<file path="src/sv/assert_macros.svh">
// Assertion macros shared by the converter RTL.
`ifndef ASSERT_MACROS_SVH
`define ASSERT_MACROS_SVH

// Same-cycle implication, sampled on clock, held off during reset.
`define ITP_ASSERT_NOW(label, ante, cons) \
   label: assert property (@(posedge clock) disable iff (reset) (ante) |-> (cons)) \
      else $error("itp: same-cycle check failed");

// Next-cycle implication, sampled on clock, held off during reset.
`define ITP_ASSERT_NEXT(label, ante, cons) \
   label: assert property (@(posedge clock) disable iff (reset) (ante) |=> (cons)) \
      else $error("itp: next-cycle check failed");

`endif

</file>
<file path="src/sv/itp_pkg.sv">
// Operator codes, result kinds and character helpers for the infix to postfix converter.
package itp_pkg;

   typedef logic [2:0] op_code_type;
   typedef logic [2:0] kind_type;
   typedef logic [1:0] prec_type;

   localparam op_code_type OP_OPEN  = 3'd0;
   localparam op_code_type OP_PLUS  = 3'd1;
   localparam op_code_type OP_MINUS = 3'd2;
   localparam op_code_type OP_MUL   = 3'd3;
   localparam op_code_type OP_DIV   = 3'd4;
   localparam op_code_type OP_POW   = 3'd5;

   localparam kind_type KIND_CHAR     = 3'd0;
   localparam kind_type KIND_END      = 3'd1;
   localparam kind_type KIND_BAD      = 3'd2;
   localparam kind_type KIND_CLOSE    = 3'd3;
   localparam kind_type KIND_OPEN     = 3'd4;
   localparam kind_type KIND_OVERFLOW = 3'd5;

   localparam logic [7:0] CH_NONE  = 8'h00;
   localparam logic [7:0] CH_OPEN  = 8'h28;
   localparam logic [7:0] CH_CLOSE = 8'h29;
   localparam logic [7:0] CH_MUL   = 8'h2A;
   localparam logic [7:0] CH_PLUS  = 8'h2B;
   localparam logic [7:0] CH_MINUS = 8'h2D;
   localparam logic [7:0] CH_DIV   = 8'h2F;
   localparam logic [7:0] CH_POW   = 8'h5E;

   // OP_OPEN doubles as "not an operator".
   function automatic op_code_type op_of_char(input logic [7:0] c);
      op_code_type code;
      case (c)
         CH_PLUS:  code = OP_PLUS;
         CH_MINUS: code = OP_MINUS;
         CH_MUL:   code = OP_MUL;
         CH_DIV:   code = OP_DIV;
         CH_POW:   code = OP_POW;
         default:  code = OP_OPEN;
      endcase
      return code;
   endfunction

   function automatic logic [7:0] char_of_op(input op_code_type code);
      logic [7:0] c;
      case (code)
         OP_OPEN:  c = CH_OPEN;
         OP_PLUS:  c = CH_PLUS;
         OP_MINUS: c = CH_MINUS;
         OP_MUL:   c = CH_MUL;
         OP_DIV:   c = CH_DIV;
         OP_POW:   c = CH_POW;
         default:  c = CH_NONE;
      endcase
      return c;
   endfunction

   function automatic prec_type prec_of_op(input op_code_type code);
      prec_type p;
      case (code)
         OP_PLUS, OP_MINUS: p = 2'd1;
         OP_MUL, OP_DIV:    p = 2'd2;
         OP_POW:            p = 2'd3;
         default:           p = 2'd0;
      endcase
      return p;
   endfunction

   function automatic logic is_alnum(input logic [7:0] c);
      return c inside {[8'h30:8'h39], [8'h41:8'h5A], [8'h61:8'h7A]};
   endfunction

endpackage

</file>
<file path="src/sv/itp_intf.sv">
// Valid/ready channel interfaces for expression characters and postfix results.
interface itp_char_if;
   logic       valid;
   logic       ready;
   logic [7:0] character;
   logic       final_item;

   modport source (output valid, character, final_item, input ready);
   modport sink   (input valid, character, final_item, output ready);
endinterface

interface itp_rslt_if;
   logic       valid;
   logic       ready;
   logic [7:0] out_character;
   logic [2:0] kind;
   logic       last_of_run;

   modport source (output valid, out_character, kind, last_of_run, input ready);
   modport sink   (input valid, out_character, kind, last_of_run, output ready);
endinterface

</file>
<file path="src/sv/itp_stack_mem.sv">
// Operator stack storage: one write port, one read port with registered data.
module itp_stack_mem
   import itp_pkg::*;
#(
   parameter int  DEPTH  = 32,
   localparam int ADDR_W = $clog2(DEPTH)
) (
   input  logic              clock,
   input  logic              wr_en,
   input  logic [ADDR_W-1:0] wr_addr,
   input  op_code_type       wr_data,
   input  logic              rd_en,
   input  logic [ADDR_W-1:0] rd_addr,
   output op_code_type       rd_data
);

   op_code_type mem [DEPTH];
   op_code_type rd_data_ff;

   always_ff @(posedge clock) begin
      if (wr_en) begin
         mem[wr_addr] <= wr_data;
      end
   end

   always_ff @(posedge clock) begin
      if (rd_en) begin
         rd_data_ff <= mem[rd_addr];
      end
   end

   assign rd_data = rd_data_ff;

endmodule

</file>
<file path="src/sv/infix_to_postfix_converter_unit.sv">
// Infix to postfix converter top level: sequencer, top-of-stack register and output stage.
//
// Feed an infix expression one ASCII character per word on req_if, with final_item set on
// the last word (character 0 on a final word just ends the expression). Letters and digits
// come straight back on rsp_if as postfix words; the operators + - * / ^ (all left
// associative, ^ highest) and parentheses go through an operator stack held in a
// synchronous RAM of STACK_DEPTH entries (one write port, one read port), with the top
// entry cached in a register. The final word also yields an end word, or an error word (bad
// character, unmatched ')', unmatched '(', stack overflow); after a mid-expression error the
// rest of the expression is swallowed without results up to and including its final word.
// last_of_run marks the last result of each input word. One word is worked on at a time;
// each operator popped off the stack is emitted, then a RAM read refills the top register,
// also when the expression is closed at a final word. A word is accepted while the previous
// result still waits in the output register; a stalled sink holds the decode and pop steps
// whenever a result is held back and the output register is still full. No clearing pass is
// needed after reset: a stack entry is used only after it was pushed.
`include "assert_macros.svh"

module infix_to_postfix_converter_unit
   import itp_pkg::*;
#(
   parameter int STACK_DEPTH = 32
) (
   input logic        clock,
   input logic        reset,
   itp_char_if.sink   req_if,
   itp_rslt_if.source rsp_if
);

   localparam int DEPTH_W = $clog2(STACK_DEPTH + 1);
   localparam int ADDR_W  = $clog2(STACK_DEPTH);

   localparam logic [DEPTH_W-1:0] DEPTH_FULL = DEPTH_W'(STACK_DEPTH);
   localparam logic [DEPTH_W-1:0] DEPTH_ONE  = DEPTH_W'(1);
   localparam logic [DEPTH_W-1:0] DEPTH_TWO  = DEPTH_W'(2);

   // Sequencer states
   localparam logic [2:0] S_IDLE   = 3'd0;  // take a word, drain the held result
   localparam logic [2:0] S_DECODE = 3'd1;  // classify the word
   localparam logic [2:0] S_OPPOP  = 3'd2;  // pop operators of equal or higher precedence
   localparam logic [2:0] S_POP    = 3'd3;  // pop down to a '('
   localparam logic [2:0] S_WAIT   = 3'd4;  // refill the top register from RAM

   logic [2:0]         state_ff, state_in;
   logic [2:0]         ret_ff, ret_in;
   logic [7:0]         char_ff, char_in;
   logic               fin_ff, fin_in;
   op_code_type        op_ff, op_in;
   logic               close_mode_ff, close_mode_in;
   logic [DEPTH_W-1:0] depth_ff, depth_in;
   op_code_type        top_ff, top_in;
   logic               discard_ff, discard_in;

   // One result is held back until we know whether another follows it.
   logic               pend_valid_ff, pend_valid_in;
   logic [7:0]         pend_char_ff, pend_char_in;
   kind_type           pend_kind_ff, pend_kind_in;

   logic               rsp_valid_ff, rsp_valid_in;
   logic [7:0]         rsp_char_ff, rsp_char_in;
   kind_type           rsp_kind_ff, rsp_kind_in;
   logic               rsp_last_ff, rsp_last_in;

   logic               out_free;
   logic               can_emit;
   logic               flush_idle;
   logic               accept;
   logic               emit_en;
   logic [7:0]         emit_char;
   kind_type           emit_kind;
   logic               err_en;
   kind_type           err_kind;
   logic               mem_we;
   op_code_type        mem_wdata;
   logic               mem_re;
   op_code_type        mem_rdata;
   logic [DEPTH_W-1:0] depth_m2;
   op_code_type        dec_op;

   itp_stack_mem #(
      .DEPTH (STACK_DEPTH)
   ) u_stack (
      .clock   (clock),
      .wr_en   (mem_we),
      .wr_addr (depth_ff[ADDR_W-1:0]),
      .wr_data (mem_wdata),
      .rd_en   (mem_re),
      .rd_addr (depth_m2[ADDR_W-1:0]),
      .rd_data (mem_rdata)
   );

   assign out_free   = !rsp_valid_ff || rsp_if.ready;
   assign can_emit   = !pend_valid_ff || out_free;
   assign flush_idle = (state_ff == S_IDLE) && pend_valid_ff && out_free;
   assign accept     = req_if.valid && req_if.ready;
   assign depth_m2   = depth_ff - DEPTH_TWO;   // new top index after a pop
   assign dec_op     = op_of_char(char_ff);

   assign req_if.ready = (state_ff == S_IDLE) && can_emit;

   assign rsp_if.valid         = rsp_valid_ff;
   assign rsp_if.out_character = rsp_char_ff;
   assign rsp_if.kind          = rsp_kind_ff;
   assign rsp_if.last_of_run   = rsp_last_ff;

   always_comb begin
      state_in      = state_ff;
      ret_in        = ret_ff;
      char_in       = char_ff;
      fin_in        = fin_ff;
      op_in         = op_ff;
      close_mode_in = close_mode_ff;
      depth_in      = depth_ff;
      top_in        = top_ff;
      discard_in    = discard_ff;
      pend_valid_in = pend_valid_ff;
      pend_char_in  = pend_char_ff;
      pend_kind_in  = pend_kind_ff;
      rsp_valid_in  = rsp_valid_ff;
      rsp_char_in   = rsp_char_ff;
      rsp_kind_in   = rsp_kind_ff;
      rsp_last_in   = rsp_last_ff;
      emit_en       = 1'b0;
      emit_char     = CH_NONE;
      emit_kind     = KIND_CHAR;
      err_en        = 1'b0;
      err_kind      = KIND_CHAR;
      mem_we        = 1'b0;
      mem_wdata     = OP_OPEN;
      mem_re        = 1'b0;

      case (state_ff)
         S_IDLE: begin
            if (accept) begin
               char_in = req_if.character;
               fin_in  = req_if.final_item;
               if (discard_ff) begin
                  // swallow the word; the final one re-arms the block
                  if (req_if.final_item) begin
                     depth_in   = DEPTH_ONE;
                     top_in     = OP_OPEN;
                     discard_in = 1'b0;
                  end
               end else begin
                  state_in = S_DECODE;
               end
            end
         end

         S_DECODE: begin
            if (can_emit) begin
               if (fin_ff && (char_ff == CH_NONE)) begin
                  close_mode_in = 1'b1;
                  state_in      = S_POP;
               end else if (is_alnum(char_ff)) begin
                  emit_en       = 1'b1;
                  emit_char     = char_ff;
                  close_mode_in = 1'b1;
                  state_in      = fin_ff ? S_POP : S_IDLE;
               end else if (char_ff == CH_OPEN) begin
                  if (depth_ff == DEPTH_FULL) begin
                     err_en   = 1'b1;
                     err_kind = KIND_OVERFLOW;
                  end else begin
                     mem_we        = 1'b1;
                     mem_wdata     = OP_OPEN;
                     top_in        = OP_OPEN;
                     depth_in      = depth_ff + DEPTH_ONE;
                     close_mode_in = 1'b1;
                     state_in      = fin_ff ? S_POP : S_IDLE;
                  end
               end else if (dec_op != OP_OPEN) begin
                  op_in    = dec_op;
                  state_in = S_OPPOP;
               end else if (char_ff == CH_CLOSE) begin
                  close_mode_in = 1'b0;
                  state_in      = S_POP;
               end else begin
                  err_en   = 1'b1;
                  err_kind = KIND_BAD;
               end
            end
         end

         S_OPPOP: begin
            if (can_emit) begin
               if ((top_ff != OP_OPEN) && (prec_of_op(top_ff) >= prec_of_op(op_ff))) begin
                  emit_en   = 1'b1;
                  emit_char = char_of_op(top_ff);
                  depth_in  = depth_ff - DEPTH_ONE;
                  mem_re    = 1'b1;
                  ret_in    = S_OPPOP;
                  state_in  = S_WAIT;
               end else if (depth_ff == DEPTH_FULL) begin
                  err_en   = 1'b1;
                  err_kind = KIND_OVERFLOW;
               end else begin
                  mem_we        = 1'b1;
                  mem_wdata     = op_ff;
                  top_in        = op_ff;
                  depth_in      = depth_ff + DEPTH_ONE;
                  close_mode_in = 1'b1;
                  state_in      = fin_ff ? S_POP : S_IDLE;
               end
            end
         end

         S_POP: begin
            if (can_emit) begin
               depth_in = depth_ff - DEPTH_ONE;
               if (top_ff != OP_OPEN) begin
                  emit_en   = 1'b1;
                  emit_char = char_of_op(top_ff);
                  mem_re    = 1'b1;
                  ret_in    = S_POP;
                  state_in  = S_WAIT;
               end else if (depth_ff == DEPTH_ONE) begin
                  // reached the implicit bottom '('
                  err_en   = 1'b1;
                  err_kind = close_mode_ff ? KIND_END : KIND_CLOSE;
               end else if (close_mode_ff) begin
                  err_en   = 1'b1;
                  err_kind = KIND_OPEN;
               end else begin
                  // ')' matched; a final word still has to close the bottom
                  mem_re        = 1'b1;
                  close_mode_in = 1'b1;
                  ret_in        = fin_ff ? S_POP : S_IDLE;
                  state_in      = S_WAIT;
               end
            end
         end

         S_WAIT: begin
            top_in   = (depth_ff == DEPTH_ONE) ? OP_OPEN : mem_rdata;
            state_in = ret_ff;
         end

         default: begin
            state_in = S_IDLE;
         end
      endcase

      // error or end word: emit it, then restart or start discarding
      if (err_en) begin
         emit_en   = 1'b1;
         emit_char = CH_NONE;
         emit_kind = err_kind;
         state_in  = S_IDLE;
         if (fin_ff || (err_kind == KIND_END)) begin
            depth_in   = DEPTH_ONE;
            top_in     = OP_OPEN;
            discard_in = 1'b0;
         end else begin
            discard_in = 1'b1;
         end
      end

      // advance the held result into the output register
      if (flush_idle) begin
         rsp_valid_in  = 1'b1;
         rsp_char_in   = pend_char_ff;
         rsp_kind_in   = pend_kind_ff;
         rsp_last_in   = 1'b1;
         pend_valid_in = 1'b0;
      end else if (emit_en && pend_valid_ff) begin
         rsp_valid_in = 1'b1;
         rsp_char_in  = pend_char_ff;
         rsp_kind_in  = pend_kind_ff;
         rsp_last_in  = 1'b0;
      end else if (rsp_if.ready) begin
         rsp_valid_in = 1'b0;
      end

      if (emit_en) begin
         pend_valid_in = 1'b1;
         pend_char_in  = emit_char;
         pend_kind_in  = emit_kind;
      end
   end

   always_ff @(posedge clock) begin
      if (reset) begin
         state_ff      <= S_IDLE;
         ret_ff        <= S_IDLE;
         close_mode_ff <= 1'b0;
         depth_ff      <= DEPTH_ONE;
         top_ff        <= OP_OPEN;
         discard_ff    <= 1'b0;
         pend_valid_ff <= 1'b0;
         rsp_valid_ff  <= 1'b0;
      end else begin
         state_ff      <= state_in;
         ret_ff        <= ret_in;
         close_mode_ff <= close_mode_in;
         depth_ff      <= depth_in;
         top_ff        <= top_in;
         discard_ff    <= discard_in;
         pend_valid_ff <= pend_valid_in;
         rsp_valid_ff  <= rsp_valid_in;
      end
   end

   // payload: no reset
   always_ff @(posedge clock) begin
      char_ff      <= char_in;
      fin_ff       <= fin_in;
      op_ff        <= op_in;
      pend_char_ff <= pend_char_in;
      pend_kind_ff <= pend_kind_in;
      rsp_char_ff  <= rsp_char_in;
      rsp_kind_ff  <= rsp_kind_in;
      rsp_last_ff  <= rsp_last_in;
   end

   // push and pop never touch the RAM in the same cycle
   `ITP_ASSERT_NOW(a_no_rw_overlap, mem_we, !mem_re)
   // a new result displaces the held one only into a free output register
   `ITP_ASSERT_NOW(a_no_dropped_result, emit_en && pend_valid_ff, out_free)
   // the implicit bottom stays on the stack of a live expression
   `ITP_ASSERT_NOW(a_bottom_kept, (state_ff == S_IDLE) && !discard_ff, depth_ff != '0)
   // every RAM read is followed by the top refill
   `ITP_ASSERT_NEXT(a_read_then_wait, mem_re, state_ff == S_WAIT)

endmodule

</file>
<file path="src/flat_wrapper.sv">
// flat-port wrapper written by rule: the top's interface ports become plain ports
module infix_to_postfix_converter_unit_flat import itp_pkg::*;
#(
   parameter int STACK_DEPTH = 32
)
  (clock, reset, req_if_valid, req_if_character, req_if_final_item, req_if_ready, rsp_if_valid, rsp_if_out_character, rsp_if_kind, rsp_if_last_of_run, rsp_if_ready);
  itp_char_if req_if_i ();
  itp_rslt_if rsp_if_i ();
  input logic clock;
  input logic reset;
  input wire logic [$bits(req_if_i.valid)-1:0] req_if_valid;
  input wire logic [$bits(req_if_i.character)-1:0] req_if_character;
  input wire logic [$bits(req_if_i.final_item)-1:0] req_if_final_item;
  output wire logic [$bits(req_if_i.ready)-1:0] req_if_ready;
  output wire logic [$bits(rsp_if_i.valid)-1:0] rsp_if_valid;
  output wire logic [$bits(rsp_if_i.out_character)-1:0] rsp_if_out_character;
  output wire logic [$bits(rsp_if_i.kind)-1:0] rsp_if_kind;
  output wire logic [$bits(rsp_if_i.last_of_run)-1:0] rsp_if_last_of_run;
  input wire logic [$bits(rsp_if_i.ready)-1:0] rsp_if_ready;
  assign req_if_i.valid = req_if_valid;
  assign req_if_i.character = req_if_character;
  assign req_if_i.final_item = req_if_final_item;
  assign req_if_ready = req_if_i.ready;
  assign rsp_if_valid = rsp_if_i.valid;
  assign rsp_if_out_character = rsp_if_i.out_character;
  assign rsp_if_kind = rsp_if_i.kind;
  assign rsp_if_last_of_run = rsp_if_i.last_of_run;
  assign rsp_if_i.ready = rsp_if_ready;
  infix_to_postfix_converter_unit #(.STACK_DEPTH(STACK_DEPTH)) u_core (.clock(clock), .reset(reset), .req_if(req_if_i), .rsp_if(rsp_if_i));
endmodule
</file>
<file path="config.mk">
export PLATFORM = sky130hd
export DESIGN_NAME = infix_to_postfix_converter_unit_flat
export DESIGN_NICKNAME = d
export VERILOG_FILES = /design/src/sv/itp_pkg.sv /design/src/sv/itp_intf.sv /design/src/sv/itp_stack_mem.sv /design/src/sv/infix_to_postfix_converter_unit.sv /design/src/flat_wrapper.sv
export VERILOG_INCLUDE_DIRS = /design/src /design/src/sv
export SDC_FILE = /design/constraint.sdc
export NUM_CORES = 1
export LEC_CHECK = 0
export BUFFER_PORTS_ARGS = -buffer_cell sky130_fd_sc_hd__buf_2
export CAP_MARGIN = 5
export CELL_PAD_IN_SITES_DETAIL_PLACEMENT = 1
export CELL_PAD_IN_SITES_GLOBAL_PLACEMENT = 1
export CORE_ASPECT_RATIO = 1.1
export CORE_MARGIN = 2
export CORE_UTILIZATION = 52
export DETAILED_ROUTE_END_ITERATION = 10
export PLACE_DENSITY = 0.8
export SLEW_MARGIN = 0
export SYNTH_ARGS = -nofsm -noshare
export SYNTH_HDL_FRONTEND = slang
export SYNTH_SLANG_ARGS = --single-unit
</file>
<file path="constraint.sdc">
create_clock -name clock -period 4.44 [get_ports clock]
set_input_delay 0.444 -clock clock [delete_from_list [all_inputs] [get_ports clock]]
set_output_delay 0.444 -clock clock [all_outputs]
set_load 0.005 [all_outputs]
</file>
==> summary.txt <==
Met2 WL: 9090 microns
Clk slew on worst S/H paths: 0.06 ns
Fmax: 309 MHz
Site Rows: 44
Power Density: 523 mW/mm^2
Gpl congestion: 0.917
Minimum clock period: 3.24 ns
Largest family of logic cells by synthesized area: simple AND/OR/NAND/NOR gates
Final antenna-violating net count: 0
CTS tree: yes
CP max stage delay: 0.64 ns
First-pass GRT wire length: 28,300 microns
Outcome: complete, no violations
Global route overflow: 0
DRT iter0 DRCs: 379
Post-synthesis mux area share: 10.8%
Number of global-route vias before repair: 4,912
Most instantiated cells after synthesis: edfxtp_1, nor2_1, nand2_1
WP buf/inv: 0
FFs w/ async S/R, synth: 0%
Period utilization: 72.9%
Required time of the critical path: 4.55 ns
Synthesized area: 0.00716 sq mm
Die area: 0.0147 sq mm
Final Skew: 0.00888 ns
Top Layer Used: met4
Total track usage: 26.1%
DIE HEIGHT: 127 microns
RSZ-0062 raised after global routing: false
Via count: 4,704
Worst path cell trace: or4_4, nor4_1, mux2_2, and2_1, nand2_1, nor2_1
EDFF count, synth: 133
Synth Warn #: 0
Max-slew violation count: 0
Leak: 2.73 nW
CP arrival: 3.35 ns
Final TNS setup: 0 ns
Simple-Gate Fraction of Synth Area: 11.9%
CTS Buf Count: 17
Synth-to-layout area growth: 10.7%
Initial antenna violation count: 0
First-pass detailed-route iteration total: 5
Initial Utilization: 53.7%
Gates resized, CTS repair: 0
Kind of critical path: reg -> reg
Post-CTS Setup Bufs: 0
Routed length on met1: 7110 microns
Worst slew pin tran: 1.06 ns
Most numerous cell in the Yosys netlist: edfxtp_1
Slew headroom: 29.3%
Share of layout cells above drive strength 1: 19.2%
Final wirelength: 17,600 microns
Multi-input gate area: 0.00257 sq mm
Clk buf depth: 2
Post-Synth XOR/XNOR Area: 0.856%
Nets: 572
Mapped Cells: 529
Synth cell types: 67
FF+latch area: 0.00438 sq mm
Hold crit path type: in -> reg
Max_cap viols: 0
DPL Wire Length: 12,100 microns
Seq cells post-synth: 152
# port buffers: 26
Critical path capture point type: register
Dominant synthesized flop cell: edfxtp_1
Number of H-tree levels: 4
Synth top area share: 55.8%
Remaining DRCs: 0
Area leader, netlist: edfxtp_1
Share of the yosys chip area belonging to registers: 61.1%
I/O pin count: 27
Adder-cell share of the synthesized area: 1.57%
WL met3: 785 microns
Vias/cell: 6.30
Largest net degree at the start of global routing: 33
Crit Path Max Fanout: 9
Main area contributors after synthesis: edfxtp_1, mux4_2, dfxtp_1, nor2_1, nand2_1
Fillers: 1,323
Setup WS post-layout: 1.20 ns
Hold Fails Final Rpt: 0
Top delay family on crit path: simple AND/OR/NAND/NOR gates
Final setup vio count: 0
Core area: 0.0133 sq mm
Die width: 116 microns
Clock Latency Late Sink: 0.43 ns
CP Launch Type: register
Maximum VDD drop: 289 uV
Fin Hold WS: 0.195 ns
Worst path slowest cell: or4_4
CTS Root Cell: clkbuf_16
Average size of a mapped cell: 13.5 sq um
CTS Sinks: 152
Routed len/inst: 23.5 microns
Synth Area in Compound Gates: 10.8%
Dpl ws: 1.28 ns
Hold-fix buffer count after cts: 0
Post-synth net total: 551
Ant. Diodes: 0
report_power, final:
part / internal, mW / switching (mW) / total (mW)
clock: 0.714 / 0.587 / 1.30
sequential: 1.73 / 0.141 / 1.87
combinational: 0.385 / 0.589 / 0.974
layout make-up:
| cell class | count | area share [%] |
|---|---|---|
| flip-flops and latches | 152 | 55.2 |
| clock inverters | 14 | 1.23 |
| well taps | 184 | 2.90 |
| multi-input cells | 332 | 32.4 |
| clock buffers | 18 | 5.41 |
| inverters | 16 | 0.757 |
| repair buffers | 31 | 2.11 |
cells by family after synthesis:
| kind of cell | after synthesis |
|---|---|
| compound gates | 105 |
| xor+xnor | 7 |
| fa+ha+maj | 9 |
| buf+inv | 45 |
| flops | 152 |
| mux | 39 |
| other cells | 1 |
| simple gates | 171 |
state kept, by name (all words and copies together), names as in the netlist:
| register | count |
|---|---|
| u_core.char_ff | 8 |
| u_core.close_mode_ff | 1 |
| u_core.depth_ff | 6 |
| u_core.discard_ff | 1 |
| u_core.fin_ff | 1 |
| u_core.op_ff | 3 |
| u_core.pend_char_ff | 8 |
| u_core.pend_kind_ff | 3 |
| u_core.pend_valid_ff | 1 |
| u_core.ret_ff | 2 |
| u_core.rsp_if.kind | 3 |
| u_core.rsp_if.last_of_run | 1 |
| u_core.rsp_if.out_character | 8 |
| u_core.rsp_if.valid | 1 |
| u_core.state_ff | 3 |
| u_core.top_ff | 3 |
| u_core.u_stack.mem | 96 |
| u_core.u_stack.rd_data | 3 |
metal layers:
metal  vias up  global-route usage [%]
met4         0                    11.3
met1      2432                    33.1
met3        44                    5.22
met5         -                       0
met2       128                    43.8
li1       2100                       -
worst register-to-register path: stages, from the launching register on:
cell and delay [ns]:
edfxtp_1 0.53, or4_4 0.64, nor4_1 0.58, mux2_2 0.29, and2_1 0.18, nand2_1 0.33, nor2_1 0.37
through the flow:
stage,utilization [%],power [mW],std cells,cell area [sq um]
floorplan,-,2.56,529,7160
global placement,55.6,2.81,715,7400
detailed placement,55.6,2.86,715,7400
CTS,59.5,4.15,747,7930
global route,59.5,4.32,747,7930
finish,59.5,4.15,747,7930
final timing paths:
| check | startpoint | cells past startpoint | to | slack, ns |
|---|---|---|---|---|
| setup / recovery | u_core.char_ff[4] | 6 | u_core.u_stack.mem[27][0] | 1.20 |
| hold / removal | req_if_character[5] | 1 | u_core.char_ff[5] | 0.19 |
| setup reg to reg | u_core.char_ff[4] | 6 | u_core.u_stack.mem[27][0] | 1.20 |
| hold reg to reg | u_core.pend_char_ff[6] | 0 | u_core.rsp_if.out_character[6] | 0.42 |
cell usage in the layout, fill, tap and decap left out, types with 17 or more instances in the layout:
cell type / count
buf_2: 26
dfxtp_1: 18
a21oi_1: 24
nor2_1: 54
edfxtp_1: 133
nand2_1: 41
clkbuf_16: 17
mux4_2: 30
(Power assumes the default switching activity.)
